File: src/fucs_pkg.sv
// fucs_pkg: shared types, constants and the control store of the
// first-unique-character stream block. No dependencies.
`default_nettype none

package fucs_pkg;

  // Alphabet and field widths
  localparam int ALPHABET_SIZE = 128;
  localparam int CHAR_W        = 7;
  localparam int IDX_W         = $clog2(ALPHABET_SIZE);
  localparam int PTR_W         = $clog2(ALPHABET_SIZE + 1);
  localparam int CNT_W         = 2;

  localparam logic [CHAR_W-1:0] NONE_CHAR = CHAR_W'(35);
  localparam logic [CNT_W-1:0]  CNT_ONCE  = CNT_W'(1);
  localparam logic [CNT_W-1:0]  CNT_MULTI = CNT_W'(2);

  // Sequencer steps
  typedef enum logic [2:0] {
    S_IDLE,
    S_UPD,
    S_HREAD,
    S_CREAD,
    S_CHECK,
    S_EMIT
  } fucs_step_t;

  // Branch conditions of a control word
  typedef enum logic [2:0] {
    COND_ALWAYS,
    COND_IN,
    COND_EMPTY,
    COND_ONCE,
    COND_OUT
  } fucs_cond_t;

  // Actions of a control word
  typedef struct packed {
    logic take;   // offer input ready, read count at the new character
    logic upd;    // bump count, push first sighting
    logic probe;  // test queue for empty, read queue head
    logic cread;  // read count of the head character
    logic check;  // test head count, advance or settle result
    logic emit;   // move result into the output register
  } fucs_act_t;

  // One control word: act, then branch to jump when cond holds, else next
  typedef struct packed {
    fucs_act_t  act;
    fucs_cond_t cond;
    fucs_step_t jump;
    fucs_step_t next;
  } fucs_uop_t;

  // Strobes from sequencer to datapath
  typedef struct packed {
    logic in_ready;
    logic cnt_rd_char;
    logic cnt_rd_q;
    logic upd;
    logic q_rd;
    logic set_none;
    logic set_char;
    logic adv_head;
    logic emit;
  } fucs_ctrl_t;

  // Status from datapath to sequencer
  typedef struct packed {
    logic in_valid;
    logic empty;
    logic once;
    logic out_free;
  } fucs_stat_t;

  // Control store
  function automatic fucs_uop_t fucs_ucode(input fucs_step_t step);
    fucs_uop_t u;
    u.act  = '0;
    u.cond = COND_ALWAYS;
    u.jump = S_IDLE;
    u.next = S_IDLE;
    case (step)
      S_IDLE: begin
        u.act.take = 1'b1;
        u.cond     = COND_IN;
        u.jump     = S_UPD;
        u.next     = S_IDLE;
      end
      S_UPD: begin
        u.act.upd = 1'b1;
        u.jump    = S_HREAD;
        u.next    = S_HREAD;
      end
      S_HREAD: begin
        u.act.probe = 1'b1;
        u.cond      = COND_EMPTY;
        u.jump      = S_EMIT;
        u.next      = S_CREAD;
      end
      S_CREAD: begin
        u.act.cread = 1'b1;
        u.jump      = S_CHECK;
        u.next      = S_CHECK;
      end
      S_CHECK: begin
        u.act.check = 1'b1;
        u.cond      = COND_ONCE;
        u.jump      = S_EMIT;
        u.next      = S_HREAD;
      end
      S_EMIT: begin
        u.act.emit = 1'b1;
        u.cond     = COND_OUT;
        u.jump     = S_IDLE;
        u.next     = S_EMIT;
      end
      default: begin
        u.jump = S_IDLE;
        u.next = S_IDLE;
      end
    endcase
    return u;
  endfunction

endpackage

`default_nettype wire

File: src/fucs_ifs.sv
// fucs_in_if / fucs_out_if: valid/ready channels for characters and results.
// Depends on fucs_pkg for the field widths.
`default_nettype none

interface fucs_in_if import fucs_pkg::*; ();
  logic              valid;
  logic              ready;
  logic [CHAR_W-1:0] char_in;

  modport source (output valid, output char_in, input ready);
  modport sink   (input valid, input char_in, output ready);
endinterface

interface fucs_out_if import fucs_pkg::*; ();
  logic              valid;
  logic              ready;
  logic [CHAR_W-1:0] first_once_char;
  logic              none_found;

  modport source (output valid, output first_once_char, output none_found, input ready);
  modport sink   (input valid, input first_once_char, input none_found, output ready);
endinterface

`default_nettype wire

File: src/fucs_seq.sv
// fucs_seq: step counter and control-store lookup with conditional branches.
// Depends on fucs_pkg (control store, control and status structs).
`default_nettype none

module fucs_seq import fucs_pkg::*; (
  input  wire logic       clk,
  input  wire logic       rst,
  input  wire fucs_stat_t stat,
  output fucs_ctrl_t      ctrl
);

  fucs_step_t step;
  fucs_step_t step_next;
  fucs_uop_t  uop;
  logic       taken;

  // Hold the step counter
  always_ff @(posedge clk) begin
    if (rst) begin
      step <= S_IDLE;
    end else begin
      step <= step_next;
    end
  end

  // Decode the control word, resolve the branch, drive strobes
  always_comb begin
    uop = fucs_ucode(step);
    case (uop.cond)
      COND_ALWAYS: taken = 1'b1;
      COND_IN:     taken = stat.in_valid;
      COND_EMPTY:  taken = stat.empty;
      COND_ONCE:   taken = stat.once;
      COND_OUT:    taken = stat.out_free;
      default:     taken = 1'b1;
    endcase
    step_next = taken ? uop.jump : uop.next;

    ctrl.in_ready    = uop.act.take;
    ctrl.cnt_rd_char = uop.act.take;
    ctrl.cnt_rd_q    = uop.act.cread;
    ctrl.upd         = uop.act.upd;
    ctrl.q_rd        = uop.act.probe & ~stat.empty;
    ctrl.set_none    = uop.act.probe & stat.empty;
    ctrl.set_char    = uop.act.check & stat.once;
    ctrl.adv_head    = uop.act.check & ~stat.once;
    ctrl.emit        = uop.act.emit & stat.out_free;
  end

endmodule

`default_nettype wire

File: src/fucs_dp.sv
// fucs_dp: count store with seen flags, first-seen queue, head/tail pointers,
// result and output registers. Depends on fucs_pkg and fucs_ifs.
`default_nettype none

module fucs_dp import fucs_pkg::*; (
  input  wire logic  clk,
  input  wire logic  rst,
  input  wire fucs_ctrl_t ctrl,
  output fucs_stat_t stat,
  fucs_in_if.sink    chars,
  fucs_out_if.source result
);

  // Count store: memory plus a seen flag per character cleared by reset
  logic [CNT_W-1:0]         cnt_mem [ALPHABET_SIZE];
  logic [ALPHABET_SIZE-1:0] seen;
  logic [CNT_W-1:0]         cnt_rd;
  logic                     seen_rd;

  // First-seen queue, contents undefined until written
  logic [CHAR_W-1:0] q_mem [ALPHABET_SIZE];
  logic [CHAR_W-1:0] q_rd;
  logic [PTR_W-1:0]  head;
  logic [PTR_W-1:0]  tail;

  logic [CHAR_W-1:0] cur_char;
  logic [CHAR_W-1:0] res_char;
  logic              res_none;
  logic              out_valid;
  logic [CHAR_W-1:0] out_char;
  logic              out_none;

  logic              accept;
  logic              in_range;
  logic [IDX_W-1:0]  cur_idx;
  logic [IDX_W-1:0]  cnt_addr;
  logic [CNT_W-1:0]  cnt_eff;
  logic [CNT_W-1:0]  cnt_new;
  logic              push;

  assign accept   = ctrl.in_ready & chars.valid;
  assign in_range = 32'(cur_char) < 32'(ALPHABET_SIZE);
  assign cur_idx  = IDX_W'(cur_char);
  assign cnt_addr = ctrl.cnt_rd_q ? IDX_W'(q_rd) : IDX_W'(chars.char_in);
  assign cnt_eff  = seen_rd ? cnt_rd : '0;
  assign cnt_new  = (cnt_eff == CNT_MULTI) ? CNT_MULTI : cnt_eff + CNT_W'(1);
  assign push     = ctrl.upd & in_range & (cnt_eff == '0) &
                    (tail < PTR_W'(ALPHABET_SIZE));

  // Status to the sequencer
  assign stat.in_valid = chars.valid;
  assign stat.empty    = (head == tail);
  assign stat.once     = seen_rd & (cnt_rd == CNT_ONCE);
  assign stat.out_free = ~out_valid | result.ready;

  assign chars.ready            = ctrl.in_ready;
  assign result.valid           = out_valid;
  assign result.first_once_char = out_char;
  assign result.none_found      = out_none;

  // Control state: seen flags, pointers, output valid
  always_ff @(posedge clk) begin
    if (rst) begin
      seen      <= '0;
      head      <= '0;
      tail      <= '0;
      out_valid <= 1'b0;
    end else begin
      if (ctrl.upd && in_range) begin
        seen[cur_idx] <= 1'b1;
      end
      if (push) begin
        tail <= tail + PTR_W'(1);
      end
      if (ctrl.adv_head) begin
        head <= head + PTR_W'(1);
      end
      if (ctrl.emit) begin
        out_valid <= 1'b1;
      end else if (result.ready) begin
        out_valid <= 1'b0;
      end
    end
  end

  // Latch the accepted character
  always_ff @(posedge clk) begin
    if (accept) begin
      cur_char <= chars.char_in;
    end
  end

  // Count store port: registered read, write on update
  always_ff @(posedge clk) begin
    if (ctrl.cnt_rd_char || ctrl.cnt_rd_q) begin
      cnt_rd  <= cnt_mem[cnt_addr];
      seen_rd <= seen[cnt_addr];
    end
    if (ctrl.upd && in_range) begin
      cnt_mem[cur_idx] <= cnt_new;
    end
  end

  // Queue port: push at tail, registered read at head
  always_ff @(posedge clk) begin
    if (push) begin
      q_mem[tail[IDX_W-1:0]] <= cur_char;
    end
    if (ctrl.q_rd) begin
      q_rd <= q_mem[head[IDX_W-1:0]];
    end
  end

  // Settle the result, then load the output register
  always_ff @(posedge clk) begin
    if (ctrl.set_none) begin
      res_char <= NONE_CHAR;
      res_none <= 1'b1;
    end else if (ctrl.set_char) begin
      res_char <= q_rd;
      res_none <= 1'b0;
    end
    if (ctrl.emit) begin
      out_char <= res_char;
      out_none <= res_none;
    end
  end

  a_head_le_tail: assert property (@(posedge clk) disable iff (rst)
    head <= tail) else $error("queue head passed tail");

  a_tail_bound: assert property (@(posedge clk) disable iff (rst)
    tail <= PTR_W'(ALPHABET_SIZE)) else $error("queue tail beyond alphabet size");

  a_adv_nonempty: assert property (@(posedge clk) disable iff (rst)
    ctrl.adv_head |-> (head != tail)) else $error("head advanced on empty queue");

  a_tail_step: assert property (@(posedge clk) disable iff (rst)
    ctrl.upd |=> (tail == $past(tail)) || (tail == $past(tail) + PTR_W'(1)))
    else $error("tail moved by more than one");

  a_none_char: assert property (@(posedge clk) disable iff (rst)
    (out_valid && out_none) |-> (out_char == NONE_CHAR))
    else $error("none result without marker character");

endmodule

`default_nettype wire

File: src/first_unique_char_stream.sv
// first_unique_char_stream: earliest character seen exactly once in a stream.
// Depends on fucs_pkg, fucs_ifs, fucs_seq and fucs_dp.
//
//   channel  modport  payload                        role
//   chars    sink     char_in[6:0]                   one character per transfer
//   result   source   first_once_char[6:0], none_found  one answer per character
//
// One character at a time: after a transfer on chars, the update, head read,
// count read and check steps run before the result enters the output register
// (emit follows head read when the queue is found empty), and head read, count
// read and check repeat for each stale queue entry the head skips; the single
// count-store read port sets this. Each character skips the head at most once.
// Reset clears per-character seen flags at once: no clearing pass.
// A waiting result stalls only the emit step; the next character is taken
// while it sits in the output register.
`default_nettype none

module first_unique_char_stream import fucs_pkg::*; (
  input wire logic   clk,
  input wire logic   rst,
  fucs_in_if.sink    chars,
  fucs_out_if.source result
);

  fucs_ctrl_t ctrl;
  fucs_stat_t stat;

  // Sequencer
  fucs_seq u_seq (
    .clk  (clk),
    .rst  (rst),
    .stat (stat),
    .ctrl (ctrl)
  );

  // Datapath
  fucs_dp u_dp (
    .clk    (clk),
    .rst    (rst),
    .ctrl   (ctrl),
    .stat   (stat),
    .chars  (chars),
    .result (result)
  );

endmodule

`default_nettype wire
File: src/flat_wrapper.sv
// flat-port wrapper written by rule: the top's interface ports become plain ports
module first_unique_char_stream_flat import fucs_pkg::*;
  (clk, rst, chars_valid, chars_char_in, chars_ready, result_valid, result_first_once_char, result_none_found, result_ready);
  fucs_in_if chars_i ();
  fucs_out_if result_i ();
  input wire logic clk;
  input wire logic rst;
  input wire logic [$bits(chars_i.valid)-1:0] chars_valid;
  input wire logic [$bits(chars_i.char_in)-1:0] chars_char_in;
  output wire logic [$bits(chars_i.ready)-1:0] chars_ready;
  output wire logic [$bits(result_i.valid)-1:0] result_valid;
  output wire logic [$bits(result_i.first_once_char)-1:0] result_first_once_char;
  output wire logic [$bits(result_i.none_found)-1:0] result_none_found;
  input wire logic [$bits(result_i.ready)-1:0] result_ready;
  assign chars_i.valid = chars_valid;
  assign chars_i.char_in = chars_char_in;
  assign chars_ready = chars_i.ready;
  assign result_valid = result_i.valid;
  assign result_first_once_char = result_i.first_once_char;
  assign result_none_found = result_i.none_found;
  assign result_i.ready = result_ready;
  first_unique_char_stream u_core (.clk(clk), .rst(rst), .chars(chars_i), .result(result_i));
endmodule
File: config.mk
export PLATFORM = sky130hd
export DESIGN_NAME = first_unique_char_stream_flat
export DESIGN_NICKNAME = d
export VERILOG_FILES = /design/src/fucs_pkg.sv /design/src/fucs_ifs.sv /design/src/fucs_seq.sv /design/src/fucs_dp.sv /design/src/first_unique_char_stream.sv /design/src/flat_wrapper.sv
export SDC_FILE = /design/constraint.sdc
export NUM_CORES = 2
export LEC_CHECK = 0
export ABC_CLOCK_PERIOD_IN_PS = 5910
export BUFFER_PORTS_ARGS = -buffer_cell sky130_fd_sc_hd__buf_2
export CAP_MARGIN = 20
export CORE_ASPECT_RATIO = 1.75
export CORE_MARGIN = 3
export CORE_UTILIZATION = 45
export CTS_CLUSTER_SIZE = 30
export DETAILED_ROUTE_END_ITERATION = 10
export PLACE_DENSITY = 0.56
export SLEW_MARGIN = 20
export SYNTH_ARGS = -nofsm -noshare
export SYNTH_HDL_FRONTEND = slang
export SYNTH_SLANG_ARGS = --single-unit
File: constraint.sdc
create_clock -name clk -period 5.91 [get_ports clk]
set_input_delay 0.8865 -clock clk [delete_from_list [all_inputs] [get_ports clk]]
set_output_delay 0.8865 -clock clk [all_outputs]
set_load 0.01 [all_outputs]
==> impl_metrics.py <==
metrics = {
    "cts": {
        "cts.reportedPaths.clkPinSlew_ns": 0.07,
        "post-cts-setup-buffers": 0,
        "cts_max_level": 3,
        "clock-sinks": 1333,
        "clockBufferDepth": 3,
        "cts_tree": "built",
        "cts_buffers": 116,
        "cts_resized": 0,
        "cts_root_buf": "clkbuf_16",
        "holdBufCountCts": 0,
        "clk_latency_ns": 0.73,
    },
    "cells_and_area": {
        "final_nets": 3111,
        "utilization_pct": 50.7,
        "multi_input_area_um2": 13200,
        "seq_area_um2": 38500,
        "area.growth.synth_to_final_pct": 11.2,
        "design_area_um2": 58200,
        "fill_cells": 9221,
        "drive_gt1_share_pct": 19.1,
        "finalNonFillerCells": 4689,
    },
    "global_routing": {
        "overflow": 0,
        "grt.busiest_layer": "met2",
        "grtUsageTotal_pct": 22.0,
        "grt_max_degree": 105,
        "grt_pass1_wl_um": 196000,
        "use_met2_pct": 41.0,
        "grt_pass1_vias": 29000,
        "globalRouteMet1Util_pct": 25.3,
        "grtUsageMet3_pct": 2.68,
        "grt_antenna_before_repair": 2,
    },
    "sta": {
        "fin_crit_sh_pct": 80.3,
        "grt_setup_unrepaired": "no",
        "clock_skew_ns": 0.0290,
        "fmax_mhz": 211,
        "setup_tns_ns": 0,
        "hold_viol": 0,
        "setup_viol": 0,
        "worst_pin_slew_ns": 1.10,
        "slew_violations": 0,
        "slew_headroom_pct": 26.2,
        "fin_crit_ns": 4.75,
    },
    "critical_path": {
        "crit_fanout": 104,
        "endpoint_kind": "register",
        "r2r_slack_ns": 1.16,
        "cp_slowest_cell": "a21oi_4",
        "rr_worst_depth": 9,
        "cp.required_ns": 6.38,
        "cp_cell_sequence": "nand3b_1 > a21oi_4 > buf_12 > mux2i_1 > o21ai_0 > nor4_1 > a21oi_1 > a22oi_1 > nand3_1",
        "cp.arrival_ns": 5.22,
        "critical_path_class": "reg -> reg",
        "cp-start-kind": "register",
        "max_stage_delay_ns": 0.77,
    },
    "floorplanning": {
        "die-area_um2": 121000,
        "initial_core_util_pct": 45.6,
        "die_h_um": 457,
        "die_w_um": 264,
        "row_count": 164,
        "io_pins": 21,
        "core_area_um2": 115000,
    },
    "hold_path": {
        "hold_path_class": "in -> reg",
        "hold_depth": 1,
    },
    "synth": {
        "ys_types": 55,
        "yosysWarningCount": 0,
        "synth_nets": 3089,
        "synth_top_cell_area_share_pct": 67.5,
        "ys_ff_latch": 1333,
        "seq_area_frac_synth_pct": 73.5,
        "synth.area.top_cells": "edfxtp_1 68%, mux4_2 13%, dfxtp_1 6.0%, nor2_1 3.7%, nand2_1 1.8%",
        "synth_cells": 3074,
        "avgSynthCellArea_um2": 17.0,
        "async_reset_ff_share_pct": 0,
        "synth_area_leader_cell": "edfxtp_1",
        "syn-cell-area_um2": 52300,
        "ys.flop_type": "edfxtp_1",
        "synth_edf_count": 1177,
    },
    "route": {
        "drt-vias-per-instance": 5.87,
        "vias": 27500,
        "routed_wire_length_per_instance_um": 28.3,
        "drt_wl_total_um": 132000,
        "drc": 0,
        "drt_pass1_iterations": 6,
        "drt_iter0_drc": 2447,
        "ant_nets": 0,
    },
    "placement": {
        "dpl_cell_area_um2": 54200,
        "place_congestion": 0.896,
        "io_buffers": 20,
        "dp_hpwl_um": 84100,
        "dp_cells": 4472,
    },
    "outcome": {
        "status": "completed",
    },
    "pwr": {
        "ir_drop_uv": 224,
        "p_leak_nw": 17.7,
        "power.density_nw_per_um2": 343,
    },
    "flow_run": {
        "cap_violations": 0,
    },
}
## cell type report
type                            instances  area share (%)
Multi-Input combinational cell       1563            22.7
Tap cell                             1494            3.21
Clock inverter                         68            1.40
Inverter                                5          0.0322
Timing Repair Buffer                   77            1.10
Clock buffer                          148            5.42
Sequential cell                      1333            66.1
Antenna cell                            1         0.00430
## layer usage
layer | up-vias | routed length [um]
met1 | 14300 | 47500
met4 | 0 | 6000
li1 | 12000 | -
met2 | 919 | 73200
met3 | 286 | 5850
met5 | - | 0
## final timing paths
check,from,endpoint
max,u_core.u_seq.step[0]$_SDFF_PP0_,u_core.u_dp.cnt_rd[0]$_DFFE_PP_
min,chars_char_in[3],u_core.u_dp.cur_char[3]$_DFFE_PP_
max reg2reg,u_core.u_seq.step[0]$_SDFF_PP0_,u_core.u_dp.cnt_rd[0]$_DFFE_PP_
min reg2reg,u_core.u_dp.res_char[0]$_SDFFE_PP1P_,u_core.u_dp.result.first_once_char[0]$_DFFE_PP_
## cells in the final DEF, fill, tap and decap left out, types with 7 or more instances in the layout
master	synthesis	layout
clkbuf_16	0	117
clkbuf_8	0	11
a31oi_1	13	13
clkinv_1	0	18
xor2_1	8	8
nor4_1	9	7
dfxtp_1	156	152
o21ba_2	22	22
a21o_1	9	8
a22oi_1	11	11
o22ai_1	7	7
nand2_1	255	251
edfxtp_1	1177	1177
and3_1	11	11
a21oi_1	94	93
clkinv_2	0	18
a221oi_1	19	19
mux2_2	11	11
xnor2_1	11	11
o21ai_0	26	26
nor2b_1	16	16
nor2_1	517	516
nand4_1	13	13
a211oi_1	15	15
mux2i_1	62	59
mux4_2	298	298
a211o_1	7	7
clkbuf_1	98	20
clkinvlp_4	0	7
bufinv_16	0	18
nor3_1	10	9
buf_12	0	8
buf_2	48	19
nand3_1	64	60
buf_4	4	48
## kinds of logic after synthesis
group,Yosys count,synth area share [%]
buffers and inverters,178,1.43
adders and majority gates,4,0.0957
and+or+nand+nor,911,7.06
muxes,371,14.2
DFF,1333,73.5
AOI/OAI and AO/OA,258,3.33
xor gates and xnor gates,19,0.318
## through the flow
step | hold slack [ns] | setup slack [ns] | total power [mW]
after floorplan | 0.401 | 2.46 | 11.7
after global placement | 0.408 | 1.43 | 12.2
after detailed placement | 0.412 | 1.36 | 12.2
after CTS | 0.363 | 1.35 | 20.1
after global routing | 0.394 | 1.08 | 20.6
final | 0.414 | 1.16 | 20.0
## power breakdown
group	internal [mW]	total [mW]	switching [mW]	leakage, nW
sequential	10.7	10.7	0.0430	11.9
combinational	0.332	1.32	0.992	3.97
clock	4.55	7.93	3.37	1.93
## registers in the layout, summed over array words and instances (netlist names)
name                                cells
u_core.u_dp.result.first_once_char      7
u_core.u_dp.head                        8
u_core.u_dp.q_rd                        7
u_core.u_dp.cur_char                    7
u_core.u_seq.step                       3
u_core.u_dp.tail                        8
u_core.u_dp.result.none_found           1
u_core.u_dp.res_none                    1
u_core.u_dp.cnt_rd                      2
u_core.u_dp.seen                      128
u_core.u_dp.result.valid                1
u_core.u_dp.seen_rd                     1
u_core.u_dp.cnt_mem                   256
u_core.u_dp.q_mem                     896
u_core.u_dp.res_char                    7
## Yosys cell counts, drive strengths merged, types with 10 or more instances
master  number
a211oi      15
a21oi       95
a221oi      19
a22oi       11
a31oi       13
and3        11
buf         75
clkbuf      98
dfxtp      156
edfxtp    1177
mux2        11
mux2i       62
mux4       298
nand2      255
nand3       64
nand4       13
nor2       517
nor2b       16
nor3        10
o21ai       26
o21ba       22
xnor2       11
## worst max-delay path: cells and delay by family, from the launching register on
| kind | cells | cell delay, ns |
|---|---|---|
| AOI/OAI and AO/OA | 4 | 1.60 |
| buffers and inverters | 1 | 0.47 |
| DFF | 1 | 0.58 |
| muxes | 1 | 0.28 |
| and+or+nand+nor | 3 | 1.43 |
Power figures use the tool's default switching activity.
